### src/design/spa_pkg.sv
// Shared constants, types and the priority table of the status priority aggregator.
package spa_pkg;

    localparam int NUM_SOURCES = 16;
    localparam int AGE_BITS    = 32;

    localparam int IDX_BITS   = $clog2(NUM_SOURCES);
    localparam int CNT_BITS   = $clog2(NUM_SOURCES + 1);
    localparam int CMP_BITS   = (CNT_BITS > 5) ? CNT_BITS : 5;
    localparam int WIDE_BITS  = ((IDX_BITS > 4) ? IDX_BITS : 4) + 1;

    localparam int STATUS_BITS  = 2;
    localparam int SOURCE_BITS  = 4;
    localparam int MODE_BITS    = 2;
    localparam int ACTIVE_BITS  = 5;
    localparam int CFG_IDX_BITS = 2;
    localparam int CFG_DATA_BITS = 5;

    localparam logic [STATUS_BITS-1:0] ST_OK      = 2'd0;
    localparam logic [STATUS_BITS-1:0] ST_FAULT   = 2'd1;
    localparam logic [STATUS_BITS-1:0] ST_OFF     = 2'd2;
    localparam logic [STATUS_BITS-1:0] ST_WARNING = 2'd3;

    localparam logic [CFG_IDX_BITS-1:0] CFG_PRIORITY_MODE  = 2'd0;
    localparam logic [CFG_IDX_BITS-1:0] CFG_ACTIVE_SOURCES = 2'd1;

    localparam logic [MODE_BITS-1:0]   MODE_RESET   = 2'd0;
    localparam logic [ACTIVE_BITS-1:0] ACTIVE_RESET = 5'd16;

    typedef logic signed [2:0] rank_t;

    localparam rank_t UNRANKED = -3'sd1;

    localparam rank_t PRIO_TABLE [4][4] = '{
        '{ 3'sd0,  3'sd3,  3'sd1,  3'sd2},
        '{ 3'sd1,  3'sd3,  3'sd0,  3'sd2},
        '{-3'sd1,  3'sd3, -3'sd1,  3'sd2},
        '{ 3'sd0,  3'sd2,  3'sd3,  3'sd1}
    };

    typedef enum logic [1:0] {
        S_IDLE,
        S_SCAN,
        S_FINISH
    } state_t;

    function automatic rank_t rank_of(input logic [MODE_BITS-1:0] mode,
                                      input logic [STATUS_BITS-1:0] st);
        return PRIO_TABLE[mode][st];
    endfunction

endpackage

### src/design/status_priority_aggregator.sv
// Top level of the status priority aggregator: status store, scan sequencer and result register.
//
// Each input word on the s_ channel writes the new status of one source and stamps it
// with the next value of a running update counter. The block then scans the active
// sources one per cycle through a single shared rank and age compare unit, keeping the
// status of highest rank in the selected priority mode; among equal statuses the older
// stamp wins. One result word per input word leaves on the m_ channel.
// An input word goes through an accept step, a scan step per active source and a step
// that loads the result register; s_ready is high only while the sequencer is idle.
// The result register holds a finished word while the receiver stalls, and the next
// input word is accepted and scanned meanwhile; it waits in its last step until the
// register is free. Configuration writes through cfg_we, cfg_index and cfg_wdata take
// effect at once and are meant to be issued only while the block is idle.
// Reset clears all statuses to OK, all stamps and the counter to zero, and sets the
// mode to zero and the active count to sixteen.
module status_priority_aggregator (
    input  logic                              aclk,
    input  logic                              aresetn,
    input  logic                              cfg_we,
    input  logic [spa_pkg::CFG_IDX_BITS-1:0]  cfg_index,
    input  logic [spa_pkg::CFG_DATA_BITS-1:0] cfg_wdata,
    input  logic                              s_valid,
    output logic                              s_ready,
    input  logic [3:0]                        s_source_index,
    input  logic [1:0]                        s_new_status,
    output logic                              m_valid,
    input  logic                              m_ready,
    output logic [1:0]                        m_agg_status,
    output logic [3:0]                        m_selected_source,
    output logic                              m_source_valid,
    output logic                              m_changed
);

    spa_pkg::state_t state_reg, state_next;

    logic [spa_pkg::MODE_BITS-1:0]   priority_mode_reg;
    logic [spa_pkg::ACTIVE_BITS-1:0] active_sources_reg;

    logic [spa_pkg::STATUS_BITS-1:0] status_mem [spa_pkg::NUM_SOURCES];
    logic [spa_pkg::AGE_BITS-1:0]    age_mem    [spa_pkg::NUM_SOURCES];
    logic [spa_pkg::AGE_BITS-1:0]    update_counter_reg;

    logic [spa_pkg::IDX_BITS-1:0]    scan_idx_reg;
    logic                            have_reg;
    logic                            valid_reg;
    logic [spa_pkg::STATUS_BITS-1:0] best_status_reg;
    logic [spa_pkg::IDX_BITS-1:0]    best_idx_reg;
    logic [spa_pkg::AGE_BITS-1:0]    best_age_reg;
    spa_pkg::rank_t                  best_rank_reg;

    logic [spa_pkg::STATUS_BITS-1:0] last_status_reg;
    logic [spa_pkg::SOURCE_BITS-1:0] last_source_reg;
    logic                            last_valid_reg;

    logic                            m_valid_reg;
    logic [spa_pkg::STATUS_BITS-1:0] m_status_reg;
    logic [spa_pkg::SOURCE_BITS-1:0] m_source_reg;
    logic                            m_source_valid_reg;
    logic                            m_changed_reg;

    logic                            accept;
    logic                            scan_step;
    logic                            load_out;
    logic                            scan_last;
    logic [spa_pkg::WIDE_BITS-1:0]   idx_wide;
    logic                            idx_ok;
    logic [spa_pkg::IDX_BITS-1:0]    wr_addr;
    logic [spa_pkg::CMP_BITS-1:0]    active_wide;
    logic [spa_pkg::CMP_BITS-1:0]    n_clamp;
    logic [spa_pkg::IDX_BITS-1:0]    n_last;
    logic [spa_pkg::STATUS_BITS-1:0] cur_status;
    logic [spa_pkg::AGE_BITS-1:0]    cur_age;
    spa_pkg::rank_t                  cur_rank;
    logic                            take;
    logic                            mixed;
    logic [spa_pkg::SOURCE_BITS-1:0] res_source;
    logic                            res_changed;
    logic                            out_free;

    assign accept   = s_valid && s_ready;
    assign idx_wide = spa_pkg::WIDE_BITS'(s_source_index);
    assign idx_ok   = idx_wide < spa_pkg::WIDE_BITS'(spa_pkg::NUM_SOURCES);
    assign wr_addr  = idx_wide[spa_pkg::IDX_BITS-1:0];

    always_comb begin
        active_wide = spa_pkg::CMP_BITS'(active_sources_reg);
        if (active_wide == '0) begin
            n_clamp = spa_pkg::CMP_BITS'(1);
        end else if (active_wide > spa_pkg::CMP_BITS'(spa_pkg::NUM_SOURCES)) begin
            n_clamp = spa_pkg::CMP_BITS'(spa_pkg::NUM_SOURCES);
        end else begin
            n_clamp = active_wide;
        end
    end

    assign n_last    = spa_pkg::IDX_BITS'(n_clamp - spa_pkg::CMP_BITS'(1));
    assign scan_last = scan_idx_reg == n_last;

    assign cur_status = status_mem[scan_idx_reg];
    assign cur_age    = age_mem[scan_idx_reg];
    assign cur_rank   = spa_pkg::rank_of(priority_mode_reg, cur_status);

    assign take = !have_reg || (cur_rank > best_rank_reg) ||
                  (cur_status == best_status_reg && valid_reg && cur_age < best_age_reg);
    assign mixed = (cur_rank == spa_pkg::UNRANKED) && (best_rank_reg == spa_pkg::UNRANKED) &&
                   (cur_status != best_status_reg);

    assign res_source  = valid_reg ? spa_pkg::SOURCE_BITS'(best_idx_reg) : '0;
    assign res_changed = (best_status_reg != last_status_reg) ||
                         (best_status_reg != spa_pkg::ST_OK &&
                          (valid_reg != last_valid_reg || res_source != last_source_reg));
    assign out_free    = !m_valid_reg || m_ready;

    always_comb begin
        state_next = state_reg;
        unique case (state_reg)
            spa_pkg::S_IDLE: begin
                if (s_valid) begin
                    state_next = spa_pkg::S_SCAN;
                end
            end
            spa_pkg::S_SCAN: begin
                if (scan_last) begin
                    state_next = spa_pkg::S_FINISH;
                end
            end
            spa_pkg::S_FINISH: begin
                if (out_free) begin
                    state_next = spa_pkg::S_IDLE;
                end
            end
            default: state_next = spa_pkg::S_IDLE;
        endcase
    end

    always_comb begin
        s_ready   = 1'b0;
        scan_step = 1'b0;
        load_out  = 1'b0;
        unique case (state_reg)
            spa_pkg::S_IDLE:   s_ready   = 1'b1;
            spa_pkg::S_SCAN:   scan_step = 1'b1;
            spa_pkg::S_FINISH: load_out  = out_free;
            default: ;
        endcase
    end

    always_ff @(posedge aclk) begin
        if (!aresetn) begin
            state_reg          <= spa_pkg::S_IDLE;
            priority_mode_reg  <= spa_pkg::MODE_RESET;
            active_sources_reg <= spa_pkg::ACTIVE_RESET;
            update_counter_reg <= '0;
            last_status_reg    <= spa_pkg::ST_OK;
            last_source_reg    <= '0;
            last_valid_reg     <= 1'b1;
            m_valid_reg        <= 1'b0;
            for (int i = 0; i < spa_pkg::NUM_SOURCES; i++) begin
                status_mem[i] <= spa_pkg::ST_OK;
                age_mem[i]    <= '0;
            end
        end else begin
            state_reg <= state_next;
            if (cfg_we) begin
                unique case (cfg_index)
                    spa_pkg::CFG_PRIORITY_MODE:
                        priority_mode_reg <= cfg_wdata[spa_pkg::MODE_BITS-1:0];
                    spa_pkg::CFG_ACTIVE_SOURCES:
                        active_sources_reg <= cfg_wdata[spa_pkg::ACTIVE_BITS-1:0];
                    default: ;
                endcase
            end
            if (accept && idx_ok) begin
                update_counter_reg <= update_counter_reg + spa_pkg::AGE_BITS'(1);
                status_mem[wr_addr] <= s_new_status;
                age_mem[wr_addr]    <= update_counter_reg + spa_pkg::AGE_BITS'(1);
            end
            if (load_out) begin
                m_valid_reg     <= 1'b1;
                last_status_reg <= best_status_reg;
                last_source_reg <= res_source;
                last_valid_reg  <= valid_reg;
            end else if (m_ready) begin
                m_valid_reg <= 1'b0;
            end
        end
    end

    always_ff @(posedge aclk) begin
        if (accept) begin
            scan_idx_reg <= '0;
            have_reg     <= 1'b0;
            valid_reg    <= 1'b0;
        end else if (scan_step) begin
            if (!scan_last) begin
                scan_idx_reg <= scan_idx_reg + spa_pkg::IDX_BITS'(1);
            end
            if (take) begin
                best_status_reg <= cur_status;
                best_idx_reg    <= scan_idx_reg;
                best_age_reg    <= cur_age;
                best_rank_reg   <= cur_rank;
                valid_reg       <= 1'b1;
                have_reg        <= 1'b1;
            end else if (mixed) begin
                best_status_reg <= spa_pkg::ST_WARNING;
                best_idx_reg    <= '0;
                best_rank_reg   <= spa_pkg::rank_of(priority_mode_reg, spa_pkg::ST_WARNING);
                valid_reg       <= 1'b0;
            end
        end
        if (load_out) begin
            m_status_reg       <= best_status_reg;
            m_source_reg       <= res_source;
            m_source_valid_reg <= valid_reg;
            m_changed_reg      <= res_changed;
        end
    end

    assign m_valid           = m_valid_reg;
    assign m_agg_status      = m_status_reg;
    assign m_selected_source = m_source_reg;
    assign m_source_valid    = m_source_valid_reg;
    assign m_changed         = m_changed_reg;

    a_scan_in_range: assert property (@(posedge aclk) disable iff (!aresetn)
        state_reg == spa_pkg::S_SCAN |-> scan_idx_reg <= n_last)
        else $error("Scan index ran past the active sources.");

    a_no_overwrite: assert property (@(posedge aclk) disable iff (!aresetn)
        load_out |-> !(m_valid_reg && !m_ready))
        else $error("Result register loaded while a word is still held.");

    a_sourceless_is_warning: assert property (@(posedge aclk) disable iff (!aresetn)
        m_valid && !m_source_valid |-> m_agg_status == spa_pkg::ST_WARNING &&
                                       m_selected_source == '0)
        else $error("A result without a source must be a warning at index zero.");

    a_counter_step: assert property (@(posedge aclk) disable iff (!aresetn)
        accept && idx_ok |=> update_counter_reg == $past(update_counter_reg) +
                                                   spa_pkg::AGE_BITS'(1))
        else $error("Update counter did not advance on a status write.");

endmodule

### config.mk
export PLATFORM = sky130hd
export DESIGN_NAME = status_priority_aggregator
export DESIGN_NICKNAME = d
export VERILOG_FILES = /design/src/design/spa_pkg.sv /design/src/design/status_priority_aggregator.sv
export SDC_FILE = /design/constraint.sdc
export NUM_CORES = 1
export LEC_CHECK = 0
export BUFFER_PORTS_ARGS = -buffer_cell sky130_fd_sc_hd__buf_2
export CORE_ASPECT_RATIO = 1.5
export CORE_MARGIN = 3
export CORE_UTILIZATION = 55
export CTS_CLUSTER_SIZE = 40
export DETAILED_ROUTE_END_ITERATION = 6
export HOLD_SLACK_MARGIN = 0.15
export PLACE_DENSITY = 0.67
export SLEW_MARGIN = 0
export SYNTH_ARGS = -nofsm -noshare
export SYNTH_HDL_FRONTEND = slang
export SYNTH_SLANG_ARGS = --single-unit
### constraint.sdc
create_clock -name aclk -period 18.2 [get_ports aclk]
set_clock_uncertainty 0.2 [all_clocks]
set_input_delay 0.91 -clock aclk [delete_from_list [all_inputs] [get_ports aclk]]
set_output_delay 0.91 -clock aclk [all_outputs]
set_load 0.1 [all_outputs]
==> results.yml <==
floorplanning:
  die_w_um: 192
  rows: 101
  core-area_um2: 50900
  dieArea_um2: 54600
  start_util: 0.559
  die_h_um: 285
  ioPinCount: 28
clocking:
  htreeDepth: 2
  cts_root_buf: "clkbuf_16"
  cts_tree: "yes"
  clk_latency_ns: 0.60
  clk_pin_slew_ns: 0.06
  ctsHoldBuffers: 0
  cts_made_buffers: 57
  cts_sinks: 652
  cts_setup_buffers: 0
  ctsResizeCount: 0
  clock_path_buffers: 3
power_and_ir_drop:
  p_total_mw: 3.43
  ir_worst_vdd_mv: 0.0796
  power_density_nw_per_um2: 110
  power_leakage_nw: 10.3
sta:
  setup_tns_ns: 0
  fmax_mhz: 155
  maxSlewHeadroom: 0.0790
  hold_violations: 0
  rsz0062_at_grt: "false"
  setup_violations: 0
  layout_min_cycle_time_ns: 6.47
  period_share: 0.356
  setup_slack_ns: 11.73
  drv_slew: 0
  tightest_slew_ns: 1.37
setup_path:
  setup.worst_path.end: "best_age_reg[15]"
  crit-reg2reg-capture: "best_age_reg[15]"
  crit_path_end_kind: "register"
  crit_arrival_ns: 6.49
  critPathLaunchType: "register"
  worstRegToRegCells: 11
  path_class: "reg2reg"
  required_ns: 18.21
  worstPathMaxFanout: 69
  r2r_slack_ns: 11.73
route:
  vias: 17216
  wl_mm: 78.8
  final_antenna_net_count: 0
  wl_per_cell_um: 29.3
  drtIter0Drc: 1852
  drc: 0
  post_drt_via_cell_ratio: 6.39
  drtPass1Iterations: 6
final_layout:
  drive_gt1_frac: 0.183
  fillers: 3745
  nNetsFinal: 2034
  fin_util: 0.614
  largest_reg_flops: 512
  regMostFlops: "age_mem"
  stdcell_area_um2: 31300
  antenna_cells: 0
  syn_to_final_growth_pct: 9.86
placed_design:
  place_congestion: 0.801
  hpwlAfterDp_mm: 38.2
  pre_cts_slack_ns: 11.79
  port_buffers: 27
  dpl_cell_area_um2: 29300
synth:
  yosys-top-cells-area: "edfxtp_1, mux4_2, nor2_1"
  synth_top_family_by_area: "multiplexers"
  syn_inst: 1997
  synth-main-ff-cell: "edfxtp_1"
  synth_simple_gate_area_frac: 0.114
  yosysTopAreaCell: "edfxtp_1"
  synth_xor_area_frac: 0.0190
  yosysWarnings: 0
  netlist-cell-type-count: 57
  synth-compound-area-share: 0.0154
  synth.avg_cell_area_um2: 14.2
  ys_seq_elements: 652
  synth-seq-area-share: 0.667
  synth_mux_area_frac: 0.140
  synth_fp_nets: 2054
  syn_area_um2: 28500
  synth-adder-area-share: 0.0172
  synthArstFlopShare: 0
  synth-edff-count: 593
  synth_top_cell_area_share: 0.626
global_route:
  grt_start_max_net_pins: 115
  gr-total-overflow: 0
  grt_pass1_wl_mm: 116
  track_usage: 0.295
  antenna_found_initial: 0
  grt_pass1_vias: 17721
worst_hold_path:
  worstHoldPathType: "reg2reg"
  min-delay-start: "have_reg"
status:
  outcome: "finished, final reports clean"
run:
  drv_cap: 0
layout by cell type, fill, tap and decap left out, types with 8 or more instances in the layout:
| master | Yosys | routed |
|---|---|---|
| nor2_1 | 605 | 603 |
| edfxtp_1 | 593 | 593 |
| mux4_2 | 166 | 166 |
| clkbuf_16 | 0 | 60 |
| dfxtp_1 | 59 | 55 |
| inv_1 | 49 | 48 |
| nand2_1 | 73 | 45 |
| buf_4 | 5 | 40 |
| ha_1 | 39 | 39 |
| a21oi_1 | 30 | 30 |
| xnor2_1 | 30 | 30 |
| xor2_1 | 28 | 28 |
| buf_2 | 16 | 27 |
| nand3_1 | 28 | 24 |
| nand2_2 | 0 | 21 |
| mux2i_1 | 20 | 20 |
| o21ai_0 | 16 | 16 |
| clkinv_1 | 1 | 15 |
| or3_1 | 12 | 12 |
| clkinv_2 | 0 | 12 |
| nand4_1 | 11 | 11 |
| nor3_1 | 11 | 11 |
| clkbuf_1 | 116 | 11 |
| nand2b_1 | 10 | 10 |
| nor2b_1 | 9 | 9 |
| bufinv_16 | 0 | 8 |
power by group:
group / internal [mW] / total [mW] / switching, mW
Combinational: 0.190 / 0.415 / 0.225
Clock: 0.726 / 1.26 / 0.539
Sequential: 1.70 / 1.75 / 0.0470
final cells by class:
| cell class | instances | area (um2) | share of cell area |
|---|---|---|---|
| clock inverters | 34 | 358 | 0.0114 |
| well taps | 669 | 837 | 0.0268 |
| clock buffers | 74 | 1580 | 0.0507 |
| repair buffers | 68 | 455 | 0.0146 |
| multi-input cells | 1148 | 8830 | 0.283 |
| inverters | 50 | 188 | 0.00600 |
| flip-flops and latches | 652 | 19000 | 0.608 |
metal layers:
metal / share of wire / wire [um] / GRT usage / vias up
li1: - / - / - / 7189
met1: 0.34 / 27000 / 0.379 / 8633
met2: 0.49 / 38600 / 0.484 / 1113
met3: 0.11 / 8430 / 0.0532 / 281
met4: 0.061 / 4830 / 0.148 / 0
met5: 0 / 0 / 0 / -
metrics by stage:
stage | hold slack (ns) | std cells
global placement | 0.255 | 2586
floorplan | 0.223 | 1997
finish | 0.255 | 2695
CTS | 0.261 | 2694
detailed placement | 0.251 | 2586
global route | 0.273 | 2695
synthesized netlist by cell type, drive strengths merged (3+ instances only):
library cell,instances
xor2,28
mux2i,20
nand4,11
mux4,166
nor3b,3
or2,3
and2,6
nand3,32
xnor2,32
edfxtp,593
nand2,73
o21ai,17
nor2b,9
nor4,6
clkbuf,117
ha,39
nand2b,10
or3,13
buf,30
a211oi,6
nor3,11
inv,49
nor2,606
a21oi,30
dfxtp,59
mux2,4
how the worst min path moves through the flow:
stage,endpoint,cells past startpoint
final,have_reg,2
after global routing,have_reg,2
after global placement,last_status_reg[1],2
after detailed placement,have_reg,2
after CTS,have_reg,2
after floorplan,have_reg,2
cells by family (layout without fill, tap and decap cells):
kind of cell	after synthesis	after routing
buffers and inverters	197	226
muxes	190	190
adders and majority gates	39	39
DFF	652	652
AOI/OAI and AO/OA	72	72
and+or+nand+nor	787	787
xor gates and xnor gates	60	60
worst max-delay path: stages (launching register included):
cell and delay (ns):
dfxtp_4 1.12, buf_4 0.90, mux4_2 0.42, mux4_2 0.52
ha_1 0.35, a21oi_1 0.17, o21ai_0 0.09, o221ai_1 0.28
nand3b_1 0.27, o21ai_0 0.35, a21oi_1 0.36, nor2_4 0.95
Note: power is estimated with default switching activity, not from simulation.
